===== src/rtl/mts_pkg.sv =====
package mts_pkg;

  localparam int NOTE_ROM_DEPTH = 32;
  localparam int ROM_AW = $clog2(NOTE_ROM_DEPTH);
  localparam int ADDR_W = ROM_AW + 2;

  localparam int FREQ_W = 16;
  localparam int DUR_W = 16;
  localparam int ELAPSED_W = 17;
  localparam int ID_W = 3;
  localparam int IDX_W = 3;
  localparam int PRESCALE_W = 20;
  localparam int DIV_CNT_W = $clog2(PRESCALE_W);

  localparam int QUEUE_DEPTH = 2;
  localparam int QPTR_W = $clog2(QUEUE_DEPTH);
  localparam int QCNT_W = $clog2(QUEUE_DEPTH + 1);

  localparam logic [ID_W-1:0] ID_ALERT = 3'd1;
  localparam logic [ID_W-1:0] ID_ALERT_FAST = 3'd2;
  localparam logic [ID_W-1:0] ID_WARNING = 3'd3;
  localparam logic [ID_W-1:0] ID_OK = 3'd4;
  localparam logic [ID_W-1:0] ID_LAST_ROM = 3'd4;
  localparam logic [ID_W-1:0] ID_CUSTOM = 3'd5;

  localparam logic [PRESCALE_W-1:0] PRESCALE_BASE = 20'd720000;

  typedef enum logic [1:0] {
    OP_TICK = 2'd0,
    OP_PLAY = 2'd1,
    OP_STOP = 2'd2,
    OP_BEEP = 2'd3
  } op_t;

  typedef enum logic [2:0] {
    ST_IDLE,
    ST_EXEC,
    ST_RESTART,
    ST_DIVIDE,
    ST_WRITE
  } seq_state_t;

  typedef struct packed {
    logic [FREQ_W-1:0] freq;
    logic [DUR_W-1:0]  dur;
  } note_t;

  typedef struct packed {
    op_t               op;
    logic [ID_W-1:0]   id;
    logic              rep;
    logic              verr;
    logic [FREQ_W-1:0] bfreq;
    logic [DUR_W-1:0]  bdur;
  } cmd_t;

  typedef struct packed {
    logic full;
    logic empty;
  } queue_stat_t;

  // Note lists of the five built-in melodies, each closed by a terminator.
  function automatic note_t rom_note(input logic [ROM_AW-1:0] addr);
    note_t n;
    case (int'(addr))
      0:  n = {16'd523, 16'd120};
      1:  n = {16'd622, 16'd120};
      2:  n = {16'd698, 16'd120};
      3:  n = {16'd740, 16'd120};
      4:  n = {16'd784, 16'd120};
      6:  n = {16'd0, 16'd800};
      7:  n = {16'd600, 16'd200};
      8:  n = {16'd0, 16'd800};
      9:  n = {16'd600, 16'd200};
      11: n = {16'd2000, 16'd100};
      12: n = {16'd200, 16'd100};
      13: n = {16'd2000, 16'd100};
      14: n = {16'd200, 16'd100};
      16: n = {16'd800, 16'd200};
      17: n = {16'd400, 16'd200};
      18: n = {16'd200, 16'd0};
      19: n = {16'd200, 16'd400};
      21: n = {16'd698, 16'd150};
      22: n = {16'd659, 16'd80};
      default: n = '0;
    endcase
    return n;
  endfunction

  function automatic logic [ADDR_W-1:0] melody_start(input logic [ID_W-1:0] code);
    logic [ADDR_W-1:0] s;
    case (code)
      ID_ALERT:      s = ADDR_W'(6);
      ID_ALERT_FAST: s = ADDR_W'(11);
      ID_WARNING:    s = ADDR_W'(16);
      ID_OK:         s = ADDR_W'(21);
      default:       s = '0;
    endcase
    return s;
  endfunction

  // The custom melody is one note followed by silence; unknown ids read silence.
  function automatic note_t fetch_note(input logic [ID_W-1:0] code,
                                       input logic [IDX_W:0] idx,
                                       input logic [FREQ_W-1:0] cfreq,
                                       input logic [DUR_W-1:0] clen);
    note_t n;
    logic [ADDR_W-1:0] addr;
    n = '0;
    addr = melody_start(code) + ADDR_W'(idx);
    if (code == ID_CUSTOM) begin
      if (idx == '0) begin
        n = {cfreq, clen};
      end
    end else if (code <= ID_LAST_ROM && addr < ADDR_W'(NOTE_ROM_DEPTH)) begin
      n = rom_note(addr[ROM_AW-1:0]);
    end
    return n;
  endfunction

  function automatic logic is_term(input note_t n);
    return (n.freq == '0) && (n.dur == '0);
  endfunction

endpackage


===== src/rtl/mts_queue.sv =====
module mts_queue (
  input  logic                  clk,
  input  logic                  rst,
  input  logic                  push,
  input  mts_pkg::cmd_t         push_data,
  input  logic                  pop,
  output mts_pkg::cmd_t         head,
  output mts_pkg::queue_stat_t  qstat
);

  mts_pkg::cmd_t entries [mts_pkg::QUEUE_DEPTH];
  logic [mts_pkg::QPTR_W-1:0] wr_ptr;
  logic [mts_pkg::QPTR_W-1:0] rd_ptr;
  logic [mts_pkg::QCNT_W-1:0] count;

  function automatic logic [mts_pkg::QPTR_W-1:0] ptr_inc(
      input logic [mts_pkg::QPTR_W-1:0] p);
    return (p == mts_pkg::QPTR_W'(mts_pkg::QUEUE_DEPTH - 1)) ? '0 : p + 1'b1;
  endfunction

  assign head = entries[rd_ptr];
  assign qstat.empty = (count == '0);
  assign qstat.full = (count == mts_pkg::QCNT_W'(mts_pkg::QUEUE_DEPTH));

  always_ff @(posedge clk) begin
    if (rst) begin
      wr_ptr <= '0;
      rd_ptr <= '0;
      count <= '0;
    end else begin
      if (push) begin
        wr_ptr <= ptr_inc(wr_ptr);
      end
      if (pop) begin
        rd_ptr <= ptr_inc(rd_ptr);
      end
      if (push && !pop) begin
        count <= count + 1'b1;
      end else if (pop && !push) begin
        count <= count - 1'b1;
      end
    end
  end

  always_ff @(posedge clk) begin
    if (push) begin
      entries[wr_ptr] <= push_data;
    end
  end

endmodule


===== src/rtl/mts_front.sv =====
module mts_front (
  input  logic                         clk,
  input  logic                         rst,
  input  logic                         req_valid,
  output logic                         req_stall,
  input  logic [1:0]                   func,
  input  logic [mts_pkg::ID_W-1:0]     melody_id,
  input  logic                         repeat_request,
  input  logic                         supply_fault,
  input  logic [mts_pkg::FREQ_W-1:0]   beep_freq,
  input  logic [mts_pkg::DUR_W-1:0]    beep_duration,
  input  mts_pkg::queue_stat_t         qstat,
  output logic                         push,
  output mts_pkg::cmd_t                push_data
);

  logic hold_valid;
  mts_pkg::cmd_t hold;
  mts_pkg::cmd_t decoded;
  logic accept;

  // A beep is a play of the custom melody without repeat.
  always_comb begin
    decoded.op = mts_pkg::op_t'(func);
    decoded.id = melody_id;
    decoded.rep = repeat_request;
    decoded.verr = supply_fault;
    decoded.bfreq = beep_freq;
    decoded.bdur = beep_duration;
    if (decoded.op == mts_pkg::OP_BEEP) begin
      decoded.id = mts_pkg::ID_CUSTOM;
      decoded.rep = 1'b0;
    end
  end

  assign push = hold_valid && !qstat.full;
  assign push_data = hold;
  assign req_stall = hold_valid && qstat.full;
  assign accept = req_valid && !req_stall;

  always_ff @(posedge clk) begin
    if (rst) begin
      hold_valid <= 1'b0;
    end else if (accept) begin
      hold_valid <= 1'b1;
    end else if (push) begin
      hold_valid <= 1'b0;
    end
  end

  always_ff @(posedge clk) begin
    if (accept) begin
      hold <= decoded;
    end
  end

endmodule


===== src/rtl/mts_back.sv =====
module mts_back (
  input  logic                             clk,
  input  logic                             rst,
  input  mts_pkg::queue_stat_t             qstat,
  input  mts_pkg::cmd_t                    head,
  output logic                             pop,
  output logic                             rsp_valid,
  input  logic                             rsp_stall,
  output logic [mts_pkg::FREQ_W-1:0]       tone_freq,
  output logic                             tone_on,
  output logic [mts_pkg::PRESCALE_W-1:0]   timer_prescale,
  output logic                             playing,
  output logic [mts_pkg::ID_W-1:0]         current_melody,
  output logic                             alert_active,
  output logic                             request_ignored
);

  mts_pkg::seq_state_t state, state_next;
  mts_pkg::cmd_t cmd, cmd_next;
  logic [mts_pkg::ID_W-1:0] melody_code, melody_code_next;
  logic [mts_pkg::IDX_W-1:0] note_index, note_index_next;
  logic sequencing, sequencing_next;
  logic repeat_on, repeat_on_next;
  logic [mts_pkg::ELAPSED_W-1:0] elapsed_ms, elapsed_ms_next;
  logic [mts_pkg::FREQ_W-1:0] sounding_freq, sounding_freq_next;
  logic [mts_pkg::FREQ_W-1:0] custom_freq, custom_freq_next;
  logic [mts_pkg::DUR_W-1:0] custom_length, custom_length_next;
  logic ignored, ignored_next;
  logic [mts_pkg::FREQ_W:0] rem, rem_next;
  logic [mts_pkg::PRESCALE_W-1:0] quot, quot_next;
  logic [mts_pkg::DIV_CNT_W-1:0] div_cnt, div_cnt_next;
  logic rsp_valid_next;
  logic out_load;

  always_ff @(posedge clk) begin
    if (rst) begin
      state <= mts_pkg::ST_IDLE;
      melody_code <= '0;
      note_index <= '0;
      sequencing <= 1'b0;
      repeat_on <= 1'b0;
      elapsed_ms <= '0;
      sounding_freq <= '0;
      custom_freq <= '0;
      custom_length <= '0;
      rsp_valid <= 1'b0;
    end else begin
      state <= state_next;
      melody_code <= melody_code_next;
      note_index <= note_index_next;
      sequencing <= sequencing_next;
      repeat_on <= repeat_on_next;
      elapsed_ms <= elapsed_ms_next;
      sounding_freq <= sounding_freq_next;
      custom_freq <= custom_freq_next;
      custom_length <= custom_length_next;
      rsp_valid <= rsp_valid_next;
    end
  end

  always_ff @(posedge clk) begin
    cmd <= cmd_next;
    ignored <= ignored_next;
    rem <= rem_next;
    quot <= quot_next;
    div_cnt <= div_cnt_next;
    if (out_load) begin
      tone_freq <= sounding_freq;
      tone_on <= (sounding_freq != '0);
      timer_prescale <= (sounding_freq != '0) ? quot : '0;
      playing <= sequencing;
      current_melody <= melody_code;
      alert_active <= (melody_code == mts_pkg::ID_ALERT);
      request_ignored <= ignored;
    end
  end

  always_comb begin
    mts_pkg::note_t cur_note;
    mts_pkg::note_t ent_note;
    logic [mts_pkg::ELAPSED_W-1:0] el_inc;
    logic do_enter;
    logic [mts_pkg::IDX_W:0] ent_idx;
    logic [mts_pkg::FREQ_W:0] shifted;
    logic ge;
    logic rejected;

    state_next = state;
    cmd_next = cmd;
    melody_code_next = melody_code;
    note_index_next = note_index;
    sequencing_next = sequencing;
    repeat_on_next = repeat_on;
    elapsed_ms_next = elapsed_ms;
    sounding_freq_next = sounding_freq;
    custom_freq_next = custom_freq;
    custom_length_next = custom_length;
    ignored_next = ignored;
    rem_next = rem;
    quot_next = quot;
    div_cnt_next = div_cnt;
    rsp_valid_next = rsp_valid && rsp_stall;
    out_load = 1'b0;
    pop = 1'b0;

    cur_note = mts_pkg::fetch_note(melody_code, {1'b0, note_index},
                                   custom_freq, custom_length);
    el_inc = (elapsed_ms == '1) ? elapsed_ms : elapsed_ms + 1'b1;
    ent_note = '0;
    do_enter = 1'b0;
    ent_idx = {1'b0, note_index} + 1'b1;
    shifted = {rem[mts_pkg::FREQ_W-1:0], quot[mts_pkg::PRESCALE_W-1]};
    ge = (shifted >= {1'b0, sounding_freq});
    rejected = ((cmd.id == melody_code) && sequencing && (melody_code != mts_pkg::ID_CUSTOM))
               || (cmd.verr && (cmd.id != mts_pkg::ID_ALERT)
                   && (cmd.id != mts_pkg::ID_ALERT_FAST));

    case (state)
      mts_pkg::ST_IDLE: begin
        if (!qstat.empty) begin
          pop = 1'b1;
          cmd_next = head;
          state_next = mts_pkg::ST_EXEC;
        end
      end

      mts_pkg::ST_EXEC: begin
        ignored_next = 1'b0;
        rem_next = '0;
        quot_next = mts_pkg::PRESCALE_BASE;
        div_cnt_next = '0;
        state_next = mts_pkg::ST_DIVIDE;
        case (cmd.op)
          mts_pkg::OP_TICK: begin
            if (sequencing) begin
              if (el_inc > mts_pkg::ELAPSED_W'(cur_note.dur)) begin
                do_enter = 1'b1;
              end else begin
                elapsed_ms_next = el_inc;
              end
            end
          end
          mts_pkg::OP_STOP: begin
            sounding_freq_next = '0;
            sequencing_next = 1'b0;
            repeat_on_next = 1'b0;
          end
          mts_pkg::OP_PLAY, mts_pkg::OP_BEEP: begin
            if (cmd.op == mts_pkg::OP_BEEP) begin
              custom_freq_next = cmd.bfreq;
              custom_length_next = cmd.bdur;
            end
            if (rejected) begin
              ignored_next = 1'b1;
            end else begin
              melody_code_next = cmd.id;
              if (cmd.id > mts_pkg::ID_CUSTOM) begin
                sequencing_next = 1'b0;
              end else begin
                repeat_on_next = cmd.rep;
                ent_idx = '0;
                do_enter = 1'b1;
              end
            end
          end
          default: begin
          end
        endcase

        if (do_enter) begin
          ent_note = mts_pkg::fetch_note(melody_code_next, ent_idx,
                                         custom_freq_next, custom_length_next);
          sounding_freq_next = ent_note.freq;
          note_index_next = ent_idx[mts_pkg::IDX_W-1:0];
          elapsed_ms_next = '0;
          sequencing_next = 1'b1;
          if (mts_pkg::is_term(ent_note)) begin
            if (repeat_on_next && (ent_idx != '0)) begin
              state_next = mts_pkg::ST_RESTART;
            end else begin
              sequencing_next = 1'b0;
            end
          end
        end
      end

      // Terminator reached with repeat on: go back to the first note once.
      mts_pkg::ST_RESTART: begin
        ent_note = mts_pkg::fetch_note(melody_code, '0, custom_freq, custom_length);
        sounding_freq_next = ent_note.freq;
        note_index_next = '0;
        elapsed_ms_next = '0;
        if (mts_pkg::is_term(ent_note)) begin
          sequencing_next = 1'b0;
        end
        state_next = mts_pkg::ST_DIVIDE;
      end

      // Restoring division, one quotient bit per cycle.
      mts_pkg::ST_DIVIDE: begin
        rem_next = ge ? shifted - {1'b0, sounding_freq} : shifted;
        quot_next = {quot[mts_pkg::PRESCALE_W-2:0], ge};
        div_cnt_next = div_cnt + 1'b1;
        if (div_cnt == mts_pkg::DIV_CNT_W'(mts_pkg::PRESCALE_W - 1)) begin
          state_next = mts_pkg::ST_WRITE;
        end
      end

      mts_pkg::ST_WRITE: begin
        if (!rsp_valid || !rsp_stall) begin
          out_load = 1'b1;
          rsp_valid_next = 1'b1;
          state_next = mts_pkg::ST_IDLE;
        end
      end

      default: begin
        state_next = mts_pkg::ST_IDLE;
      end
    endcase
  end

endmodule


===== src/rtl/melody_tone_sequencer_core.sv =====
// Buzzer melody sequencer. Each accepted item is a one-millisecond tick, a
// play request, a stop or a beep, and each item yields exactly one result
// item that reports the tone now sounding, its tone timer prescale
// (720000 divided by the frequency, 0 when silent) and the playback status.
// A front stage registers and classifies incoming items and hands them to a
// two-entry queue; the back end pops one item at a time, updates the
// sequencer state from the note ROM, then works out the prescale with a
// bit-serial restoring divider, one step per bit of the 20-bit quotient.
// The result is written to an output register once any earlier result
// there has been taken, so the back end already works on the next item
// while a result waits, and the front keeps taking items until the queue
// and its own register are full. A melody in repeat mode that wraps from
// its terminator to its first note adds a restart step. The control
// state comes up zero after reset with no clearing pass, so items are
// accepted right away. Play rules: a repeat play of the melody already
// sequencing is ignored unless it is the custom melody, a supply fault
// admits only the two alert melodies, an unknown id stops sequencing but
// keeps the tone, and a beep loads the custom note and, unless a supply
// fault turns it down, restarts it without repeat.
module melody_tone_sequencer_core (
  input  logic                             clk,
  input  logic                             rst,
  input  logic                             req_valid,
  output logic                             req_stall,
  input  logic [1:0]                       func,
  input  logic [mts_pkg::ID_W-1:0]         melody_id,
  input  logic                             repeat_request,
  input  logic                             supply_fault,
  input  logic [mts_pkg::FREQ_W-1:0]       beep_freq,
  input  logic [mts_pkg::DUR_W-1:0]        beep_duration,
  output logic                             rsp_valid,
  input  logic                             rsp_stall,
  output logic [mts_pkg::FREQ_W-1:0]       tone_freq,
  output logic                             tone_on,
  output logic [mts_pkg::PRESCALE_W-1:0]   timer_prescale,
  output logic                             playing,
  output logic [mts_pkg::ID_W-1:0]         current_melody,
  output logic                             alert_active,
  output logic                             request_ignored
);

  // Queue fill state seen by both the front (full) and the back (empty).
  mts_pkg::queue_stat_t qstat;
  logic push;
  logic pop;
  mts_pkg::cmd_t push_data;
  mts_pkg::cmd_t head;

  // Front: input register and request decode; a beep becomes a play of the
  // custom melody with repeat off.
  mts_front u_front (
    .clk            (clk),
    .rst            (rst),
    .req_valid      (req_valid),
    .req_stall      (req_stall),
    .func           (func),
    .melody_id      (melody_id),
    .repeat_request (repeat_request),
    .supply_fault   (supply_fault),
    .beep_freq      (beep_freq),
    .beep_duration  (beep_duration),
    .qstat          (qstat),
    .push           (push),
    .push_data      (push_data)
  );

  // Short queue that lets the front keep accepting while the back divides.
  mts_queue u_queue (
    .clk       (clk),
    .rst       (rst),
    .push      (push),
    .push_data (push_data),
    .pop       (pop),
    .head      (head),
    .qstat     (qstat)
  );

  // Back: sequencer state machine, note ROM, prescale divider, output register.
  mts_back u_back (
    .clk             (clk),
    .rst             (rst),
    .qstat           (qstat),
    .head            (head),
    .pop             (pop),
    .rsp_valid       (rsp_valid),
    .rsp_stall       (rsp_stall),
    .tone_freq       (tone_freq),
    .tone_on         (tone_on),
    .timer_prescale  (timer_prescale),
    .playing         (playing),
    .current_melody  (current_melody),
    .alert_active    (alert_active),
    .request_ignored (request_ignored)
  );

endmodule


===== config.mk =====
export PLATFORM = sky130hd
export DESIGN_NAME = melody_tone_sequencer_core
export DESIGN_NICKNAME = d
export VERILOG_FILES = /design/src/rtl/mts_pkg.sv /design/src/rtl/mts_queue.sv /design/src/rtl/mts_front.sv /design/src/rtl/mts_back.sv /design/src/rtl/melody_tone_sequencer_core.sv
export SDC_FILE = /design/constraint.sdc
export NUM_CORES = 1
export LEC_CHECK = 0
export BUFFER_PORTS_ARGS = -buffer_cell sky130_fd_sc_hd__buf_2
export CAP_MARGIN = 30
export CORE_ASPECT_RATIO = 1.75
export CORE_MARGIN = 2
export CORE_UTILIZATION = 60
export DETAILED_ROUTE_END_ITERATION = 10
export HOLD_SLACK_MARGIN = 0.02
export PLACE_DENSITY = 0.82
export SETUP_SLACK_MARGIN = 0.15
export SYNTH_ARGS = -nofsm -noshare
export SYNTH_HDL_FRONTEND = slang
export SYNTH_SLANG_ARGS = --single-unit

===== constraint.sdc =====
create_clock -name clk -period 7.1 [get_ports clk]
set_input_delay 0.71 -clock clk [delete_from_list [all_inputs] [get_ports clk]]
set_output_delay 0.71 -clock clk [all_outputs]
set_load 0.02 [all_outputs]

## Yosys cells after proc, flatten, opt, wreduce, memory -nomap -nowiden

Memory sizes are Yosys's and may differ from the RTL's. A register that Yosys moved wholly into a read port is not among the register bits.
Index checks and enable logic that the tools add are counted.

- Muxes and demuxes: 82
- Magnitude comparators: 8
- Reduce and logical (&&, ||, !) cells: 46
- Eq/ne operators: 37
- Add/sub/neg operators: 10
- Bitwise gates (word level): 1

Operators with widths:

| cell | number |
|---|---|
| 32-bit two-way mux | 8 |
| 16-bit two-way mux | 10 |
| 17-bit two-way mux | 5 |
| 16-bit zero test | 4 |
| 16-bit one-hot mux with 2 select lines | 2 |
| 20-bit one-hot mux with 2 select lines | 1 |
| 5-bit one-hot mux with 4 select lines | 2 |
| 17-bit one-hot mux with 2 select lines | 1 |
| 1-bit two-way mux | 28 |
| 3-bit two-way mux | 9 |
| 7-bit by 6-bit less-than comparator with 1-bit output (second input constant) | 3 |
| 7-bit two-way mux | 3 |
| 3-bit by 2-bit equality test with 1-bit output (second input constant) | 6 |
| 17-bit by 1-bit adder with 17-bit output (second input constant) | 1 |
| 17-bit equality test (second input constant) | 1 |
| 17-bit by 16-bit >= comparator with 1-bit output | 1 |
| 17-bit by 16-bit > comparator with 1-bit output | 1 |
| 1-bit logical AND | 16 |
| 4-bit two-way mux | 4 |
| 16-bit nonzero test | 1 |
| 16-bit subtractor | 1 |
| 3-bit equality test (second input constant) | 5 |
| 3-bit one-hot mux with 5 select lines | 1 |
| 5-bit one-hot mux with 2 select lines | 1 |
| other kinds (38) | 69 |

- Memory bits (read-only): 1920
- Logic and storage cells: 219
- RAM bits: 78
- Memories kept: 4
- Output and inout port bits: 45
- Bits of input ports: 43
- Register bits after elaboration: 206

Memories:

| name | depth | width | read ports | clocked after Yosys merged registers in | write ports | line | source |
|---|---|---|---|---|---|---|---|
| (name not given) | 32 | 20 | 1 | 0 | 0 | mts_pkg.sv:65 | `case (int'(addr))` |
| (name not given) | 32 | 20 | 1 | 0 | 0 | mts_pkg.sv:65 |  |
| (name not given) | 32 | 20 | 1 | 0 | 0 | mts_pkg.sv:65 |  |
| u_queue.entries | 2 | 39 | 1 | 1 | 1 | mts_queue.sv:11 | `mts_pkg::cmd_t entries [mts_pkg::QUEUE_DEPTH];` |

## Longest topological paths before layout

- Word-level depth: 26
- Depth in mapped cells: 26
- Gate-level depth less buffers: 23

## Modules after synthesis

Synthesis repeated with hierarchy kept, for this count alone.

- Cell total of the unflattened synthesis: 1399
- Area, all modules: 15591.2 um^2

By module, submodules not included:

| module | area each (um^2) | cells an instance | seq. area each (um^2) | instances |
|---|---|---|---|---|
| mts_back | 11318.4 | 1206 | 5265.0 | 1 |
| mts_queue | 3017.9 | 143 | 2442.3 | 1 |
| mts_front | 1255.0 | 50 | 1191.1 | 1 |

## Least setup slack after synthesis

No wires, ideal clock.

- Path type: reg2reg
- Start: reg u_back.melody_code[2] (netlist name)
- End: reg u_back.sounding_freq[10] (netlist name)
- Slack: 2.004 ns
- Buffers on the path: 4
- Arrival time: 4.965 ns
- Period minus slack after synthesis: 5.096 ns
- Setup time: 0.132 ns
- Stages on the path, launching flop included: 26
- Required time: 6.968 ns
- Path through: dfxtp_1 -> buf_2 -> clkbuf_1 -> clkbuf_1 -> nor2_1 -> nor2_1 -> inv_1 -> ha_1 -> a21o_1 -> a21oi_1 -> xnor2_1 -> a21oi_1 -> and4_1 -> a221oi_1 -> ha_1 -> a21o_1 -> a21o_1 -> a211oi_1 -> o211ai_1 -> o211ai_1 -> nand2_1 -> nand2_1 -> buf_2 -> o21ai_0 -> a21oi_1 -> nor3_1

- Longest elaborated chain between the ends: 20
- Elaborated cells on any way between the ends: 60

Ends and longest elaborated chain:

| element | line | source |
|---|---|---|
| start: declaration | mts_back.sv:20 | `logic [mts_pkg::ID_W-1:0] melody_code, melody_code_next;` |
| start signal: assignment | mts_back.sv:49 | `melody_code <= melody_code_next;` |
| parallel branches: the longest is 20 deep, another holds memory 32 x 20 bit | - |  |
| end signal: assignment | mts_back.sv:54 | `sounding_freq <= sounding_freq_next;` |
| end: declaration | mts_back.sv:25 | `logic [mts_pkg::FREQ_W-1:0] sounding_freq, sounding_freq_next;` |

Parallel ways; which one is timed is not known. The select of a mux whose other input is x is not followed.
A chain may end at the register's enable or synchronous reset.

## Worst setup path after layout

- Start: reg u_back.melody_code[1] (netlist name)
- End: reg u_back.sounding_freq[15] (netlist name)

- Longest elaborated chain between the ends: 14
- Elaborated cells on any way between the ends: 42

Ends and longest elaborated chain:

| element | line | source |
|---|---|---|
| 3-bit equality test (tied with other cells) | mts_pkg.sv:92 | `case (code)` |
| 5-bit one-hot mux with 4 select lines / 1-bit logical AND (equally long branches) | mts_pkg.sv:92, mts_back.sv:114 |  |
| 5-bit by 3-bit adder with 6-bit output / 1-bit logical AND (equally long branches) | mts_pkg.sv:110, mts_back.sv:114 |  |
| 7-bit by 6-bit less-than comparator with 1-bit output / 1-bit logical OR (equally long branches) | mts_pkg.sv:115, mts_back.sv:115 |  |
| 1-bit logical AND / 4-bit two-way mux (equally long branches) | mts_pkg.sv:115, mts_back.sv:153 |  |
| 16-bit two-way mux / 4-bit two-way mux (equally long branches) | mts_pkg.sv:115, mts_back.sv:133 |  |
| 16-bit two-way mux / 4-bit two-way mux (equally long branches) | mts_pkg.sv:111, mts_back.sv:118 |  |
| 17-bit by 16-bit > comparator with 1-bit output / 4-bit zero test (equally long branches) | mts_back.sv:136, mts_pkg.sv:112 |  |
| 1-bit two-way mux / 32-bit two-way mux (equally long branches) | mts_back.sv:136, mts_pkg.sv:112 |  |
| 1-bit two-way mux / 32-bit two-way mux (equally long branches) | mts_back.sv:135, mts_pkg.sv:111 |  |
| 1-bit one-hot mux with 2 select lines / 32-bit two-way mux (equally long branches) | mts_back.sv:133, mts_back.sv:170 |  |
| 1-bit two-way mux / 32-bit two-way mux (equally long branches) | mts_back.sv:118 | `case (state)` |
| 16-bit two-way mux / 3-bit by 2-bit inequality test with 1-bit output (equally long branches) | - |  |
| 16-bit one-hot mux with 2 select lines / 2-bit AND reduction (equally long branches) | - |  |

Several ways; a longest one is shown, not always the timed one. The select of a mux whose other input is x is not followed.

==> results.toml <==
[setup_path]
crit_start = "u_back.melody_code[1]"
slowest_stage = "dfxtp_1"
r2r_slack_ns = 0.63
worstSetupPathType = "reg2reg"
crit_arrival_ns = 6.86
cp-start-kind = "register"
worstPathCellList = "nand2b_1 > nor2_1 > nor2_1 > inv_1 > ha_1 > a21o_1 > a21oi_1 > xnor2_1 > a21oi_1 > and4_1 > a221oi_1 > ha_1 > a21o_1 > a21o_1 > a211oi_1 > o211ai_1 > o211ai_1 > nand2_1 > nand2_1 > o32ai_2 > a21oi_1 > nor3_1"
r2r-start = "u_back.melody_code[1]"
crit_family = "compound AO/OA/AOI/OAI gates"
cp_slowest_stage_delay_ns = 0.87
cp.buffers_inverters = 1
cp-end-kind = "register"
path_max_fanout = 24
cp.required_ns = 7.49

[cts]
clk_latency_ns = 0.56
cts_buffer_depth = 3
cts.htree.levels = 1
cts_tree = "built"
cts_buffers = 27
holdBufCountCts = 0
cts_resized = 0
cts_num_sinks = 323
cts.root.buffer_cell = "clkbuf_16"
clk_pin_slew_ns = 0.07
post_cts_buffers = 0

[final_layout]
antenna_cells = 0
utilization = 0.677
layout-drive-gt1-share = 0.147
final_cell_mix = "241 x edfxtp_1, 172 x nand2_1, 146 x a21oi_1"
final_common_cell = "edfxtp_1"
fin_area_um2 = 17100
fin_nets = 1595
syn_to_final_growth_pct = 10.7

[synthesis]
synth_edf_count = 241
synth.area.top_cells = "edfxtp_1 47%, dfxtp_1 11%, ha_1 5.1%"
synth_top_cell_by_area = "edfxtp_1"
ys_ff_latch = 323
synth.mux.area_fraction = 0.0356
async_flop_share = 0
ys_types = 77
synth_top_flop_cell = "edfxtp_1"
avgSynthCellArea_um2 = 11.0
synth-seq-area-share = 0.573
synth_top_family_by_area = "simple AND/OR/NAND/NOR gates"
synth-simple-area-share = 0.163
syn-cell-area_um2 = 15500
synth_xor_area_frac = 0.0276
synth-compound-area-share = 0.120
ys_warn_count = 0
syn_inst = 1410
synth-adder-area-share = 0.0548
syn-num-nets = 1519
synth_top_area_frac = 0.467

[grt]
grt_usage = 0.247
grt_pass1_wl_um = 54700
grt-ovfl-total = 0
antenna_found_initial = 0
grt_pass1_vias = 11070
grt_max_degree = 85

[detailed_routing]
wire_per_inst_um = 18.7
viasPerCell = 6.05
drc = 0
drtPass1Iterations = 5
vias = 11026
drt_wl_total_um = 34000
drt.antenna.violating_nets = 0
drt_iter0_drc = 1027

[power]
p_int_w = 0.00416
power_switching_share = 0.378
switching_power_w = 0.00253
p_comb_frac = 0.390
seqPwrFrac = 0.396
peakVddDrop_mv = 0.256
pwr-share-clk = 0.214
p_leak_nw = 6.25
power_density_nw_per_um2 = 390

[placed_design]
gp_congestion = 1.06
placed_area_um2 = 16300
hpwl_um = 24600
port_buffers = 87
place_ws_ns = 0.871

[timing]
fmax_mhz = 155
worstMarginPinSlew_ns = 1.05
setup_tns_ns = 0
setup_slack_ns = 0.632
setup_viol = 0
slew_violations = 0
hold_viol_final = 0
relSlewSlack = 0.297
whs_ns = 0.323
fin_crit_ns = 6.47
timing.final.crit_share = 0.911
fin_skew_ns = 0.0292
rsz0062_at_grt = "no"

[floorplan]
core_area_um2 = 25300
die_area_um2 = 27200
num_rows = 77
io_pins = 88
initial_utilization = 0.611
die_h_um = 217
die_x_um = 125

[worst_hold_path]
worst_hold_startpoint = "supply_fault"
hold_path.class = "in2reg"

[run]
drv_cap = 0

[outcome]
outcome = "complete, no violations"
## power by group through the flow
stage,logic (W),registers (W),clock network (W)
after floorplan,0.00196,0.00257,0
after global placement,0.00248,0.00266,0
after detailed placement,0.00255,0.00268,0
after CTS,0.00257,0.00264,0.00146
after global routing,0.00287,0.00268,0.00152
final,0.00261,0.00265,0.00143
## Yosys cell counts (6+ instances only)
library cell  number
edfxtp_1         241
nand2_1          172
a21oi_1          148
nor2_1           116
dfxtp_1           82
ha_1              63
o21ai_0           47
mux2_2            41
clkbuf_1          40
nand3_1           38
inv_1             35
nor3_1            32
and2_1            30
nand2b_1          25
xnor2_1           25
nor4_1            23
xor2_1            22
and3_1            21
a21o_1            17
nand4_1           16
a31oi_1           12
buf_2             12
nor2b_1           12
or3_1             10
mux2i_1            9
o211ai_1           9
a211oi_1           8
buf_1              7
o31ai_1            7
nand3b_1           6
## per-layer routing
layer / vias up / GRT usage / part of all wire
met5: - / 0 / 0
met4: 0 / 0.142 / 0.060
met3: 137 / 0.0331 / 0.049
met2: 392 / 0.452 / 0.52
met1: 5205 / 0.273 / 0.37
li1: 5292 / - / -
## sequential cells by signal, summed over array words and instances (netlist names), 2 cells and up
signal	cells
u_queue.entries	78
u_back.cmd	39
u_front.push_data	39
u_back.quot	20
u_back.timer_prescale	20
u_back.elapsed_ms	17
u_back.custom_freq	16
u_back.custom_length	16
u_back.rem	16
u_back.sounding_freq	16
u_back.tone_freq	16
u_back.div_cnt	5
u_back.current_melody	3
u_back.melody_code	3
u_back.note_index	3
u_back.state	3
u_queue.count	2
## metrics by stage
stage,std cells,total power [W]
after floorplan,1410,0.00453
after global placement,1769,0.00514
after detailed placement,1773,0.00523
after CTS,1821,0.00667
after global routing,1821,0.00707
final,1821,0.00669
## path summary, 6_finish.rpt
path	to	depth (start not counted)
worst max-delay path	u_back.sounding_freq[15]	22
worst min-delay path	u_front.push_data[32]	1
worst max register to register	u_back.sounding_freq[15]	22
worst min register to register	u_back.request_ignored	0
## cell families (layout without fill, tap and decap cells)
kind of cell,count (synthesis),after routing
and+or+nand+nor,523,523
DFF,323,323
muxes,50,50
adders and majority gates,66,66
buffers and inverters,98,193
xor gates and xnor gates,48,48
AOI/OAI and AO/OA,302,302
## area by class of cell
| class | count | area [um^2] |
|---|---|---|
| Tap cell | 316 | 395 |
| Clock buffer | 32 | 704 |
| Timing Repair Buffer | 109 | 653 |
| Clock inverter | 16 | 136 |
| Inverter | 36 | 135 |
| Sequential cell | 323 | 8880 |
| Fill cell | 1888 | 8190 |
| Multi-Input combinational cell | 989 | 6240 |
Note: power is estimated with default switching activity, not from simulation.
